$ cat config.mk
export PLATFORM = sky130hd
export DESIGN_NAME = arfd_parser
export DESIGN_NICKNAME = d
export VERILOG_FILES = /design/src/sv/assert_macros.svh /design/src/sv/arfd_pkg.sv /design/src/sv/arfd_parser.sv
export SDC_FILE = /design/constraint.sdc
export NUM_CORES = 1
export LEC_CHECK = 0
export BUFFER_PORTS_ARGS = -buffer_cell sky130_fd_sc_hd__buf_2
export CORE_ASPECT_RATIO = 1.2
export CORE_MARGIN = 8
export CORE_UTILIZATION = 25
export CTS_BUF_LIST = sky130_fd_sc_hd__clkbuf_4 sky130_fd_sc_hd__clkbuf_8
export DETAILED_ROUTE_END_ITERATION = 10
export GPL_ROUTABILITY_DRIVEN = 1
export GPL_TIMING_DRIVEN = 0
export PLACE_DENSITY = 0.41
export SLEW_MARGIN = 25
export SYNTH_ARGS = -nofsm -noshare
export SYNTH_HDL_FRONTEND = slang
export SYNTH_SLANG_ARGS = --single-unit
export TNS_END_PERCENT = 10
$ cat constraint.sdc
create_clock -name clk -period 15.89 [get_ports clk]
set_input_delay 3.178 -clock clk [delete_from_list [all_inputs] [get_ports clk]]
set_output_delay 3.178 -clock clk [all_outputs]
set_load 0.005 [all_outputs]
$ cat src/sv/assert_macros.svh
// Assertion macros shared by the report filter RTL
`ifndef ASSERT_MACROS_SVH
`define ASSERT_MACROS_SVH
`ifndef ASSERT_OFF
`define ARFD_ASSERT(label, clk, rst_n, expr) \
  label: assert property (@(posedge clk) disable iff (!rst_n) (expr)) \
    else $error("assertion failed");
`define ARFD_ASSERT_IMPL(label, clk, rst_n, ante, cons) \
  label: assert property (@(posedge clk) disable iff (!rst_n) (ante) |-> (cons)) \
    else $error("assertion failed");
`else
`define ARFD_ASSERT(label, clk, rst_n, expr)
`define ARFD_ASSERT_IMPL(label, clk, rst_n, ante, cons)
`endif
`endif

$ cat src/sv/arfd_pkg.sv
// Shared constants and types of the advertising report filter
`default_nettype none
package arfd_pkg;
  localparam int TABLE_ENTRIES_DEF = 8;
  localparam int NAME_BYTES_DEF = 30;
  localparam logic [7:0] TYPE_SERVICE_DATA = 8'h16;
  localparam logic [7:0] TYPE_COMPLETE_NAME = 8'h09;
  localparam logic [15:0] UUID_RESET = 16'hFEA6;
  localparam logic [7:0] LAST_POSITION = 8'd255;

  localparam logic [1:0] OP_BYTE = 2'd0;
  localparam logic [1:0] OP_CLEAR = 2'd1;
  localparam logic [1:0] OP_READ = 2'd2;
  localparam logic [1:0] OP_IGNORE = 2'd3;

  localparam logic [2:0] ST_NO_MATCH = 3'd0;
  localparam logic [2:0] ST_ADDED = 3'd1;
  localparam logic [2:0] ST_PRESENT = 3'd2;
  localparam logic [2:0] ST_FULL = 3'd3;
  localparam logic [2:0] ST_READ = 3'd4;
  localparam logic [2:0] ST_EMPTY = 3'd5;

  typedef struct packed {
    logic valid;
    logic found;
  } chain_ctl_t;
endpackage
`default_nettype wire

$ cat src/sv/arfd_parser.sv
// Length/type structure walker: service UUID match and complete-name capture
`default_nettype none
module arfd_parser #(
  parameter int NAME_BYTES = arfd_pkg::NAME_BYTES_DEF
) (
  input  wire                      clk,
  input  wire                      rst_n,
  input  wire                      byte_en,
  input  wire [7:0]                adv_byte,
  input  wire                      last_byte,
  input  wire [15:0]               uuid,
  output logic                     fin_match,
  output logic [NAME_BYTES*8-1:0]  fin_name
);
  logic [7:0] pos_r, pos_nxt;
  logic [8:0] nfs_r, nfs_nxt;
  logic [7:0] len_r, len_nxt;
  logic [7:0] typ_r, typ_nxt;
  logic [7:0] ulo_r, ulo_nxt;
  logic stop_r, stop_nxt;
  logic match_r, match_nxt;
  logic [NAME_BYTES*8-1:0] name_r, name_nxt;
  logic [4:0] nlen_r, nlen_nxt;
  logic [8:0] start;
  logic [8:0] off;
  logic [8:0] off2;
  logic [7:0] cap;

  always_comb begin
    pos_nxt = pos_r;
    nfs_nxt = nfs_r;
    len_nxt = len_r;
    typ_nxt = typ_r;
    ulo_nxt = ulo_r;
    stop_nxt = stop_r;
    match_nxt = match_r;
    name_nxt = name_r;
    nlen_nxt = nlen_r;
    start = nfs_r - {1'b0, len_r} - 9'd1;
    off = {1'b0, pos_r} - start;
    off2 = off - 9'd2;
    cap = len_r - 8'd1;
    if (cap > 8'(NAME_BYTES)) begin
      cap = 8'(NAME_BYTES);
    end
    if (byte_en && pos_r != arfd_pkg::LAST_POSITION) begin
      pos_nxt = pos_r + 8'd1;
      if (!stop_r) begin
        if ({1'b0, pos_r} == nfs_r) begin
          if (adv_byte == 8'd0) begin
            stop_nxt = 1'b1;
          end else begin
            len_nxt = adv_byte;
            nfs_nxt = {1'b0, pos_r} + {1'b0, adv_byte} + 9'd1;
          end
        end else if (off == 9'd1) begin
          typ_nxt = adv_byte;
          if (adv_byte == arfd_pkg::TYPE_COMPLETE_NAME) begin
            name_nxt = '0;
            nlen_nxt = 5'(cap);
          end
        end else if (typ_r == arfd_pkg::TYPE_SERVICE_DATA) begin
          if (len_r >= 8'd3) begin
            if (off2 == 9'd0) begin
              ulo_nxt = adv_byte;
            end else if (off2 == 9'd1 && {adv_byte, ulo_r} == uuid) begin
              match_nxt = 1'b1;
            end
          end
        end else if (typ_r == arfd_pkg::TYPE_COMPLETE_NAME) begin
          for (int k = 0; k < NAME_BYTES; k++) begin
            if (off2 == 9'(k) && 5'(k) < nlen_r) begin
              name_nxt[k*8 +: 8] = adv_byte;
            end
          end
        end
      end
    end
  end

  always_comb begin
    logic zero_seen;
    zero_seen = 1'b0;
    fin_name = '0;
    for (int k = 0; k < NAME_BYTES; k++) begin
      if (name_nxt[k*8 +: 8] == 8'd0) begin
        zero_seen = 1'b1;
      end
      fin_name[k*8 +: 8] = zero_seen ? 8'd0 : name_nxt[k*8 +: 8];
    end
    fin_match = match_nxt && (name_nxt[7:0] != 8'd0);
  end

  always_ff @(posedge clk) begin
    if (!rst_n || (byte_en && last_byte)) begin
      pos_r <= '0;
      nfs_r <= '0;
      len_r <= '0;
      typ_r <= '0;
      ulo_r <= '0;
      stop_r <= 1'b0;
      match_r <= 1'b0;
      name_r <= '0;
      nlen_r <= '0;
    end else begin
      pos_r <= pos_nxt;
      nfs_r <= nfs_nxt;
      len_r <= len_nxt;
      typ_r <= typ_nxt;
      ulo_r <= ulo_nxt;
      stop_r <= stop_nxt;
      match_r <= match_nxt;
      name_r <= name_nxt;
      nlen_r <= nlen_nxt;
    end
  end
endmodule
`default_nettype wire

==> results by group <==
Finish
  – Share of cells above drive strength 1: 0.175
  – Multi-input logic area: 11,000 um2
  – Reg area: 5770 um2
  – Layout area overhead: 21.4%
  – NumNets Final: 2,785
  – # fillers: 7,774

Pwr
  – Worst vdd ir: 0.0697 mV
  – Total power: 2440 uW
  – Leakage Power: 0.00803 uW
  – Pwr dens: 115 nW/um2

Global routing
  – Initial antenna violation count: 2
  – GRT busiest layer: met2
  – Total GRT Usage: 0.261
  – First-pass GRT wire length: 151 mm
  – Overflow after GRT: 0
  – Global Route met3 Usage: 0.0389
  – GR Util met2: 0.462
  – Grt met1 use: 0.306
  – Vias in the first global route: 20,500
  – Largest net degree at the start of global routing: 14

Yosys
  – Post-synth top area share: 0.330
  – Largest cells by area after synthesis: dfxtp_1 33%, nor2_1 10%, a21oi_1 5.6%, nand2_1 5.1%, nor3_1 4.4%
  – Unique masters post-synth: 87
  – Synth Register Bits: 288
  – Synth area leader: dfxtp_1
  – Fraction of registers with async set/reset: 0
  – Synth cell count leaders: 478 x nor2_1, 288 x dfxtp_1, 237 x nand2_1, 194 x a21oi_1, 155 x nor3_1
  – Post-synth EDFFs: 0
  – Mapped Cells: 2,393
  – Netlist Area Pre-Place: 17,500 um2
  – Post-Syn Nets: 2,459
  – Most common cell in the synthesized netlist: nor2_1
  – Top_reg_cell synth: dfxtp_1
  – Register area share after synthesis: 0.330
  – Mapped Avg Cell Area: 7.30 um2
  – Synth warn: 0

Timing
  – F_max: 73.1 MHz
  – Final total negative setup slack: 0 ns
  – Final min period: 13.68 ns
  – RSZ-0062 raised after global routing: no
  – Slew margin rel.: 0.229
  – Final worst path period share: 0.861
  – Final slew viol count: 0
  – Clock skew: 0.0389 ns
  – Final hold vios: 0
  – Worst Tran Pin Value: 1.16 ns
  – Final setup fails: 0

Run
  – Maxcap violations: 0

Detailed routing
  – Drt drc: 0
  – Via count: 20,300
  – Post-Route WL: 108 mm
  – Mean number of vias per cell: 5.51
  – Antenna Nets Post-Route: 0
  – 1st-pass router iterations: 6
  – DR iter-0 viols: 1,646
  – DR WL/cell: 29.3 um

Clocking
  – CTS tree: yes
  – CTS clk-pin slew, worst paths: 0.06 ns
  – CTS Sinks: 288
  – Max Buffers Root-to-Sink: 3
  – Clock latency on the worst-skew pair: 0.66 ns
  – Clk root buf: clkbuf_8
  – Postcts setup bufs: 0
  – Hold_buf cts: 0
  – H-tree levels: 2
  – # resized after CTS: 0
  – TritonCTS Buffers: 51

Floorplanning
  – Die Ht: 306 um
  – FP Rows: 106
  – IO Count: 269
  – Initial Utilization: 0.252
  – Die W: 257 um
  – Core Region: 69,400 um2
  – DIE AREA: 78,600 um2

Critical path
  – Crit Path Max Fanout: 10
  – CP max-delay cell: nor3_2
  – CP arrival: 10.50 ns
  – CP required: 12.71 ns
  – Crit start category: primary input
  – Worst setup EP type: primary output
  – Slowest Stage Delay on Critical Path: 0.91 ns
  – Critical path class: in -> out
  – Most frequent CP cell: buf_2
  – Crit-path cells: buf_2 -> clkbuf_1 -> or4_1 -> nor4_2 -> buf_4 -> buf_2 -> a211oi_1 -> nand3_1 -> nor3_2 -> nor2_2 -> o22ai_1 -> a211oi_2 -> a41o_1 -> buf_2 -> nor4_1 -> buf_2 -> nand3_2 -> buf_2 -> nor3_1 -> buf_2

Place
  – I/O Buffers: 268
  – Dpl hpwl: 85.5 mm
  – Global placement routability congestion: 1.00

Min path
  – Hold Path Class: reg -> reg

Status
  – Status: finished clean
## worst max-delay path: cells and delay by family
family                 cells  cell delay, ns
AO/OA/AOI/OAI              4            1.33
buffers and inverters      8            2.35
AND/OR/NAND/NOR            8            3.59
## power by group
group          internal (uW)  switching [uW]  leakage [uW]
registers                728            7.90       0.00232
clock network            419             338      0.000581
logic                    175             772       0.00513
total                   1320            1120       0.00803
## cells by family after synthesis
group,count (synthesis),synth area share
xor+xnor,37,0.0193
flops,288,0.330
fa+ha+maj,38,0.0311
simple gates,1270,0.355
mux,28,0.0164
compound gates,533,0.203
buf+inv,199,0.0455
## area by class of cell
| cell class | instances | area share |
|---|---|---|
| clock buffer | 83 | 0.0480 |
| buffer | 156 | 0.0309 |
| timing repair buffer | 273 | 0.0666 |
| tap | 918 | 0.0541 |
| inverter | 43 | 0.00761 |
| clock inverter | 7 | 0.00324 |
| sequential | 288 | 0.272 |
| multi-input combinational | 1906 | 0.518 |
| antenna | 2 | 0.000236 |
## metrics by stage
step                worst slack, ns  std cells  cell area [um2]  utilization  hold slack (ns)
floorplan                      5.96       2393            17500            -            0.432
global placement               1.64       3579            20000        0.288            0.444
detailed placement             2.36       3584            20100        0.290            0.448
CTS                            2.37       3674            21200        0.305            0.462
global route                   2.30       3675            21200        0.306            0.481
finish                         2.21       3676            21200        0.306            0.463
## registers in the layout, summed over array words and instances (netlist names)
| name | count |
|---|---|
| name_r | 240 |
| nfs_r | 9 |
| stop_r | 1 |
| typ_r | 8 |
| match_r | 1 |
| pos_r | 8 |
| nlen_r | 5 |
| len_r | 8 |
| ulo_r | 8 |
## per-layer routing
layer	part of all wire	up-vias
met2	0.49	784
li1	-	9232
met4	0.055	0
met3	0.053	219
met5	0	-
met1	0.40	10000
## worst paths after layout
check / slack, ns / from / cells after the start / end
setup / recovery: 2.21 / adv_byte[1] / 20 / fin_name[138]
hold / removal: 0.46 / nfs_r[4]$_SDFFE_PP0P_ / 2 / nfs_r[4]$_SDFFE_PP0P_
setup reg to reg: 9.51 / len_r[3]$_SDFFE_PP0P_ / 13 / name_r[196]$_SDFF_PP0_
hold reg to reg: 0.46 / nfs_r[4]$_SDFFE_PP0P_ / 2 / nfs_r[4]$_SDFFE_PP0P_
## cells in the final DEF (no fill, tap or decap), drive strengths merged, types with 41 or more instances in the layout
cell | Yosys | routed
nor2 | 480 | 480
buf | 43 | 316
dfxtp | 288 | 288
nand2 | 237 | 237
clkbuf | 113 | 196
a21oi | 194 | 194
nor3 | 161 | 161
nor2b | 94 | 94
a22oi | 69 | 69
o21ai | 68 | 68
nor4 | 63 | 63
nand3 | 44 | 44
inv | 40 | 41
Power figures use the tool's default switching activity.
