$ cat config.mk
export PLATFORM = sky130hd
export DESIGN_NAME = arfd_cell
export DESIGN_NICKNAME = d
export VERILOG_FILES = /design/src/sv/assert_macros.svh /design/src/sv/arfd_pkg.sv /design/src/sv/arfd_cell.sv
export SDC_FILE = /design/constraint.sdc
export NUM_CORES = 1
export LEC_CHECK = 0
export BUFFER_PORTS_ARGS = -buffer_cell sky130_fd_sc_hd__buf_2
export CAP_MARGIN = 10
export CORE_AREA = 2 2 361 363
export DETAILED_ROUTE_END_ITERATION = 8
export DIE_AREA = 0 0 363 365
export PLACE_DENSITY = 0.35
export SYNTH_ARGS = -nofsm -noshare
export SYNTH_HDL_FRONTEND = slang
export SYNTH_SLANG_ARGS = --single-unit
$ cat constraint.sdc
create_clock -name clk -period 9.2 [get_ports clk]
set_input_delay 0.92 -clock clk [delete_from_list [all_inputs] [get_ports clk]]
set_output_delay 0.92 -clock clk [all_outputs]
set_load 0.03 [all_outputs]
$ cat src/sv/assert_macros.svh
// Assertion macros shared by the report filter RTL
`ifndef ASSERT_MACROS_SVH
`define ASSERT_MACROS_SVH
`ifndef ASSERT_OFF
`define ARFD_ASSERT(label, clk, rst_n, expr) \
  label: assert property (@(posedge clk) disable iff (!rst_n) (expr)) \
    else $error("assertion failed");
`define ARFD_ASSERT_IMPL(label, clk, rst_n, ante, cons) \
  label: assert property (@(posedge clk) disable iff (!rst_n) (ante) |-> (cons)) \
    else $error("assertion failed");
`else
`define ARFD_ASSERT(label, clk, rst_n, expr)
`define ARFD_ASSERT_IMPL(label, clk, rst_n, ante, cons)
`endif
`endif

$ cat src/sv/arfd_pkg.sv
// Shared constants and types of the advertising report filter
`default_nettype none
package arfd_pkg;
  localparam int TABLE_ENTRIES_DEF = 8;
  localparam int NAME_BYTES_DEF = 30;
  localparam logic [7:0] TYPE_SERVICE_DATA = 8'h16;
  localparam logic [7:0] TYPE_COMPLETE_NAME = 8'h09;
  localparam logic [15:0] UUID_RESET = 16'hFEA6;
  localparam logic [7:0] LAST_POSITION = 8'd255;

  localparam logic [1:0] OP_BYTE = 2'd0;
  localparam logic [1:0] OP_CLEAR = 2'd1;
  localparam logic [1:0] OP_READ = 2'd2;
  localparam logic [1:0] OP_IGNORE = 2'd3;

  localparam logic [2:0] ST_NO_MATCH = 3'd0;
  localparam logic [2:0] ST_ADDED = 3'd1;
  localparam logic [2:0] ST_PRESENT = 3'd2;
  localparam logic [2:0] ST_FULL = 3'd3;
  localparam logic [2:0] ST_READ = 3'd4;
  localparam logic [2:0] ST_EMPTY = 3'd5;

  typedef struct packed {
    logic valid;
    logic found;
  } chain_ctl_t;
endpackage
`default_nettype wire

$ cat src/sv/arfd_cell.sv
// One table entry cell: holds a stored name and address, compares the passing query
`default_nettype none
module arfd_cell #(
  parameter int NAME_BYTES = arfd_pkg::NAME_BYTES_DEF,
  parameter int IW = 3,
  parameter int CW = 4,
  parameter int IDX = 0
) (
  input  wire                       clk,
  input  wire                       rst_n,
  input  wire [CW-1:0]              cnt,
  input  wire                       wr_en,
  input  wire [NAME_BYTES*8-1:0]    wr_name,
  input  wire [47:0]                wr_addr,
  input  wire [4:0]                 rd_pos,
  output logic [7:0]                rd_byte,
  output logic [47:0]               rd_addr,
  input  arfd_pkg::chain_ctl_t      ctl_in,
  input  wire [NAME_BYTES*8-1:0]    name_in,
  input  wire [IW-1:0]              idx_in,
  input  wire [47:0]                addr_in,
  output arfd_pkg::chain_ctl_t      ctl_out,
  output logic [NAME_BYTES*8-1:0]   name_out,
  output logic [IW-1:0]             idx_out,
  output logic [47:0]               addr_out
);
  logic [NAME_BYTES*8-1:0] name_r;
  logic [47:0] addr_r;
  arfd_pkg::chain_ctl_t ctl_r;
  logic [NAME_BYTES*8-1:0] qname_r;
  logic [IW-1:0] idx_r;
  logic [47:0] qaddr_r;
  logic occupied;
  logic hit;

  assign occupied = CW'(IDX) < cnt;
  assign hit = ctl_in.valid && !ctl_in.found && occupied && (name_r == name_in);

  always_comb begin
    rd_byte = 8'd0;
    for (int b = 0; b < NAME_BYTES; b++) begin
      if (rd_pos == 5'(b)) begin
        rd_byte = name_r[b*8 +: 8];
      end
    end
  end
  assign rd_addr = addr_r;

  always_ff @(posedge clk) begin
    if (!rst_n) begin
      ctl_r <= '0;
    end else begin
      ctl_r.valid <= ctl_in.valid;
      ctl_r.found <= ctl_in.found | hit;
    end
    if (wr_en) begin
      name_r <= wr_name;
      addr_r <= wr_addr;
    end
    qname_r <= name_in;
    idx_r <= hit ? IW'(IDX) : idx_in;
    qaddr_r <= hit ? addr_r : addr_in;
  end

  assign ctl_out = ctl_r;
  assign name_out = qname_r;
  assign idx_out = idx_r;
  assign addr_out = qaddr_r;
endmodule
`default_nettype wire

==> flow_summary.yaml, run 1 <==
status:
  outcome: "finished clean"
drt:
  wl_per_cell_um: 32.5
  drtIter0Drc: 1155
  route.detailed.drc: 0
  dr.pass1.iters: 5
  postRouteAntennaNets: 0
  avgViaCountPerCell: 4.13
  wirelength_um: 139000
  num_vias: 17700
global_route:
  grt.total_usage_pct: 20.3
  grt_antenna_before_repair: 101
  grt_pass1_vias: 18100
  overflow: 0
  grt_max_degree: 138
  grt_pass1_wl_um: 174000
setup_path:
  cp_num_cells: 10
  reg2reg_slack_ps: 4680
  startpoint: "rd_pos[0]"
  critical_path.endpoint_type: "output port"
  r2r_start: "name_r[159]"
  cp_top_family: "buffers and inverters"
  critPathArrivalTime_ps: 4480
  worst_r2r_path_depth: 9
  required_ps: 8280
  path_cells: "buf_4 > buf_4 > inv_1 > a32oi_1 > o22ai_1 > a221oi_1 > o21ai_0 > a221oi_1 > o21ai_0 > buf_2"
  crit_buf_inv: 4
  critical_path_class: "input port to output port"
  startpoint_type: "input port"
  endpoint: "rd_byte[7]"
  slowest_stage: "buf_4"
  rr_endpoint: "addr_out[46]"
  path_max_fanout: 61
  critPathMaxStageDelay_ps: 630
timing:
  fin_tns_setup_ps: 0
  worstMarginPinSlew_ps: 1180
  fin_crit_sh_pct: 58.7
  max-slew-margin-rel_pct: 21.0
  finalCriticalPeriod_ps: 5400
  rsz0062_at_grt: "false"
  skew_ps: 24.3
  fmax_mhz: 185
  finalHoldViolations: 0
  report.final.slew_viol_count: 0
  setup_viol: 0
cts:
  clock_latency_ps: 670
  postCtsSetupBuffers: 0
  clk_pin_slew_worst_paths_ps: 60
  cts.path.max_buffers: 3
  htree_levels: 3
  cts_tree: "built"
  root_buffer: "clkbuf_16"
  cts_resized: 0
  cts-hold-fix-buffers: 0
  clock-sinks: 581
  cts_buffers: 75
floorplan:
  ios: 942
  die_w_um: 363
  fp.dieArea_sq_um: 132000
  core_area_sq_um: 129000
  fp-row-count: 132
  start_util_pct: 16.5
  die_h_um: 365
layout:
  final_cells: 4289
  final_common_cell: "buf_2"
  num-fill-cells: 14000
  fin_nets: 3138
  mostFrequentLayoutCells: "buf_2, dfxtp_1, edfxtp_1"
  area_growth_pct: 43.9
  drive_gt1_share_pct: 44.2
  fin_util_pct: 23.8
place:
  place_hpwl_um: 119000
  post-place-cells: 4143
  io_buffers: 941
  gp_congestion: 0.925
logic_synthesis:
  yosys_warnings: 0
  synth-seq-cells: 581
  netlist_top_cells_area: "edfxtp_1, dfxtp_1, xnor2_1"
  synth_top_area_share_pct: 40.7
  ys_seq_area_share_pct: 68.3
  synth_ff_type: "dfxtp_1"
  synth_largest_area_cell: "edfxtp_1"
  synth-edff-count: 288
  synthArstFlopShare_pct: 0
  syn_area_sq_um: 21300
  netlist_instances: 1557
  synthesis.nets: 2150
  synth.distinct_cells: 73
  syn_avg_cell_area_sq_um: 13.7
power:
  ir_drop_v: 0.000126
  power_density_nw_per_um2: 229
  leakagePower_nw: 12.8
  p_total_mw: 7.01
min_path:
  hold_depth: 1
  min_path_type: "input port to flop"
flow_run:
  cap_violations: 0
-- how the worst min path moves through the flow --
stage                 start       endpoint  slack, ps
6_report       name_in[225]  name_out[225]        360
5_1_grt        name_in[225]  name_out[225]        310
4_1_cts        name_in[225]  name_out[225]        280
3_5_place_dp    rd_addr[45]   addr_out[45]        470
3_3_place_gp    rd_addr[43]   addr_out[43]        470
2_1_floorplan   rd_addr[41]   addr_out[41]        700
-- synthesized netlist by cell type (12+ instances only) --
master	count
a2111o_1	14
a21oi_1	50
a221oi_1	12
a22o_1	13
a31oi_1	14
buf_1	13
clkbuf_1	34
dfxtp_1	293
edfxtp_1	288
inv_1	103
mux2_2	16
mux2_4	40
mux2i_1	20
nand2_1	53
nand2b_1	58
nand3_1	14
nand4_1	30
nor2_1	27
nor2b_1	53
nor3_1	13
nor4_1	29
o2111ai_1	19
o21ai_0	53
o221ai_1	13
o22ai_1	43
xnor2_1	82
xor2_1	28
-- worst reg2reg max path, stage by stage (launching register included) --
cell and delay, ps:
edfxtp_1 530, xnor2_1 210, nand4_1 120, nor4_1 760
buf_4 280, nand4_1 130, or4_4 610, nor4_4 470
buf_4 800, mux2_1 500
-- metal layers --
| metal | vias up | part of all wire (%) | track usage, % |
|---|---|---|---|
| met1 | 8739 | 37 | 21.8 |
| li1 | 7779 | - | - |
| met5 | - | 0.21 | 0 |
| met4 | 46 | 3.5 | 7.03 |
| met2 | 905 | 53 | 38.5 |
| met3 | 266 | 6.6 | 4.84 |
-- metrics by stage --
stage	area, sq um	worst slack [ps]	hold WS (ps)
final	30600	3800	360
after global routing	30600	3640	313
after CTS	30600	3840	277
after detailed placement	28000	3830	470
after global placement	28000	3530	468
after floorplan	21300	4760	701
-- cell families (layout without fill, tap and decap cells) --
| logic type | after synthesis | count (layout) | share of synthesized area, % |
|---|---|---|---|
| compound gates | 304 | 304 | 10.2 |
| xor+xnor | 110 | 110 | 4.53 |
| buf+inv | 158 | 1208 | 2.98 |
| flops | 581 | 581 | 68.3 |
| mux | 87 | 87 | 5.48 |
| other cells | 0 | 7 | 0 |
| simple gates | 317 | 317 | 8.56 |
-- registers in the layout, summed over array words and instances (netlist names) --
| register | count |
|---|---|
| ctl_out | 2 |
| name_r | 240 |
| name_out | 240 |
| addr_out | 48 |
| rd_addr | 48 |
| idx_out | 3 |
-- layout make-up --
cell class                      instances  area [sq um]  area share (%)
Tap cell                             1675          2100            6.85
Inverter                              104           390            1.28
Clock inverter                         26           250           0.818
Antenna cell                            7          17.5          0.0573
Multi-Input combinational cell        818          6120            20.0
Clock buffer                          113          2280            7.45
Timing Repair Buffer                  965          4910            16.1
Sequential cell                       581         14500            47.5
-- where the power goes --
part           switching, mW  internal (mW)
combinational          0.593          0.297
clock                   1.25           1.79
sequential             0.179           2.91
total                   2.02           4.99
No activity file was read; power rests on OpenSTA's default activity.
==> inputs of run 2 (changes only) <==
--- a/config.mk
+++ b/config.mk
@@ -5,12 +5,13 @@
 export SDC_FILE = /design/constraint.sdc
 export NUM_CORES = 1
 export LEC_CHECK = 0
+export ABC_AREA = 1
 export BUFFER_PORTS_ARGS = -buffer_cell sky130_fd_sc_hd__buf_2
 export CAP_MARGIN = 10
-export CORE_AREA = 2 2 361 363
+export CORE_AREA = 2 2 363 365
 export DETAILED_ROUTE_END_ITERATION = 8
-export DIE_AREA = 0 0 363 365
-export PLACE_DENSITY = 0.35
+export DIE_AREA = 0 0 365 367
+export PLACE_DENSITY = 0.36
 export SYNTH_ARGS = -nofsm -noshare
 export SYNTH_HDL_FRONTEND = slang
 export SYNTH_SLANG_ARGS = --single-unit
==> constraint.sdc (replaced) <==
create_clock -name clk -period 5.4 [get_ports clk]
set_input_delay 0.54 -clock clk [delete_from_list [all_inputs] [get_ports clk]]
set_output_delay 0.54 -clock clk [all_outputs]
set_load 0.03 [all_outputs]
==> run 2 against run 1 <==
Net effect: routed wire length rose by 16%; clock skew grew 4.5 ps; first-iteration DRC count grew 70%; final area is 20% higher; clock power increased by 72%; sequential share of layout area down 8.0 points; cell count grew 32%.
==> flow_summary.yaml, run 2 <==
drt:
  wirelength_um: 162000
  wl_per_cell_um: 28.7
  avgViaCountPerCell: 4.12
  num_vias: 23300
  postRouteAntennaNets: 0
  drtIter0Drc: 1964
  route.detailed.drc: 0
  dr.pass1.iters: 7
setup_path:
  startpoint: "rd_pos[4]"
  startpoint_type: "input port"
  r2r_start: "name_r[156]"
  cp_top_family: "simple AND/OR/NAND/NOR gates"
  critPathMostFrequentCell: "nand4_1"
  rr_endpoint: "addr_out[44]"
  endpoint: "rd_byte[0]"
  critical_path_class: "input port to output port"
  worst_r2r_path_depth: 11
  reg2reg_slack_ps: 1390
  critPathArrivalTime_ps: 3960
  path_max_fanout: 30
  slowest_stage: "nand3_1"
  required_ps: 4860
  crit_buf_inv: 3
  cp_num_cells: 19
  path_cells: "buf_2 > inv_2 > nand3_1 > nor2_1 > nor2_1 > nand4_1 > nand2_1 > nand4_1 > nand2_1 > nand4_1 > nor2_1 > nand4_1 > nand2_1 > nand4_1 > nand2_1 > nand4_1 > nor2_1 > nand4_1 > buf_2"
  critical_path.endpoint_type: "output port"
  critPathMaxStageDelay_ps: 350
logic_synthesis:
  synthesis.nets: 2931
  syn_avg_cell_area_sq_um: 9.69
  synth.distinct_cells: 37
  yosys_warnings: 0
  synth_largest_area_cell: "edfxtp_1"
  netlist_top_cells_area: "edfxtp_1, dfxtp_1, nand2_1"
  synth-edff-count: 288
  synthArstFlopShare_pct: 0
  synth_ff_type: "dfxtp_1"
  synthTopCellsByCount: "nand2_1, inv_1, dfxtp_1"
  synth_top_area_share_pct: 38.2
  ys_seq_area_share_pct: 64.1
  syn_area_sq_um: 22600
  synth_most_common_cell: "nand2_1"
  netlist_instances: 2338
  synth-seq-cells: 581
cts:
  clock-sinks: 581
  cts_resized: 0
  root_buffer: "clkbuf_16"
  clock_latency_ps: 690
  clk_pin_slew_worst_paths_ps: 50
  cts_tree: "built"
  htree_levels: 3
  cts_buffers: 78
  cts.path.max_buffers: 3
timing:
  finalHoldViolations: 0
  fin_crit_sh_pct: 83.3
  worstMarginPinSlew_ps: 1200
  fmax_mhz: 222
  setup_viol: 0
  fin_tns_setup_ps: 0
  report.final.slew_viol_count: 0
  finalCriticalPeriod_ps: 4500
  rsz0062_at_grt: "false"
  max-slew-margin-rel_pct: 19.5
  skew_ps: 28.8
floorplan:
  core_area_sq_um: 130000
  die_h_um: 367
  ios: 942
  fp.dieArea_sq_um: 134000
  fp-row-count: 133
  die_w_um: 365
  start_util_pct: 17.4
power:
  leakagePower_nw: 16.9
  power_density_nw_per_um2: 341
  ir_drop_v: 0.000267
min_path:
  min_path_type: "input port to flop"
layout:
  fin_area_sq_um: 36800
  area_growth_pct: 62.5
  drive_gt1_share_pct: 30.2
  num-fill-cells: 14200
  fin_nets: 4408
  final_common_cell: "buf_2"
  mostFrequentLayoutCells: "buf_2, nand2_1, dlygate4sd3_1"
place:
  place_area_sq_um: 29600
  place_hpwl_um: 140000
  gp_congestion: 0.978
  io_buffers: 941
global_route:
  grt_pass1_wl_um: 209000
  grt.total_usage_pct: 23.6
  grt_pass1_vias: 23500
  overflow: 0
  grt_max_degree: 111
  grt_antenna_before_repair: 51
status:
  outcome: "finished clean"
flow_run:
  cap_violations: 0
## run 2: routing by layer
metal | wire, um | global-route usage (%) | vias up | part of all wire, %
met5 | 156 | 0 | - | 0.096
met4 | 4140 | 6.01 | 24 | 2.6
met3 | 11200 | 4.79 | 200 | 6.9
met2 | 74500 | 38.0 | 1076 | 46
met1 | 72200 | 31.9 | 11300 | 45
li1 | - | - | 10700 | -
## run 2: worst min-delay path by stage
stage | startpoint | end | slack, ps | depth (start not counted)
after detailed placement | rd_addr[27] | addr_out[27] | 450 | 2
final | name_in[199] | name_out[199] | 40 | 1
after global routing | name_in[107] | name_out[107] | 7 | 1
after floorplan | name_in[0] | name_out[0] | 570 | 0
after global placement | rd_addr[12] | addr_out[12] | 440 | 2
after CTS | name_in[40] | name_out[40] | 0.4 | 1
## run 2: power by group
part	internal, mW	leakage [nW]	total, mW	switching, mW
Combinational	0.700	10.3	2.14	1.44
Sequential	4.95	5.29	5.17	0.224
Clock	3.03	1.28	5.21	2.19
## run 2: cell type report
cell class,instances,area [sq um],area share [%]
Inverter,345,1290,3.52
Tap cell,1755,2200,5.97
Antenna cell,27,67.6,0.184
Multi-Input combinational cell,1394,6720,18.3
Sequential cell,581,14500,39.4
Clock buffer,110,2320,6.31
Clock inverter,34,240,0.653
Timing Repair Buffer,1415,9440,25.7
## run 2: timing repair
| action | 4_1_cts | 5_1_grt |
|---|---|---|
| hold endpoints to repair | 454 | 1 |
| hold buffers | 454 | 1 |
| setup buffers | 0 | 0 |
## run 2: cell families (layout without fill, tap and decap cells)
group,count (synthesis),count (layout),synth area share (%)
flip-flops,581,581,64.1
AND/OR/NAND/NOR,1263,1263,25.4
AO/OA/AOI/OAI,61,61,1.57
buffers and inverters,363,1904,6.26
other,0,27,0
XOR/XNOR,70,70,2.71
## run 2: through the flow
step	cells	worst slack [ps]	utilization, %	power, mW	hold slack, ps
CTS	5632	644	28.1	12.7	0.356
global route	5647	664	28.2	13.0	7.42
global placement	5032	706	22.7	7.11	443
finish	5661	903	28.2	12.5	44.5
floorplan	2338	2510	-	5.92	568
detailed placement	5034	654	22.7	7.10	446
## run 2: worst register-to-register path, cell delays in order (launching register included)
cell      delay [ps]
edfxtp_1         500
xnor2_1          600
nand3_1          290
nor3_1           250
nand3_1          150
nor4_1           780
and3_1           280
nand3_1          180
nor2_4           140
buf_4            550
nand2_1          160
nand2_1           80
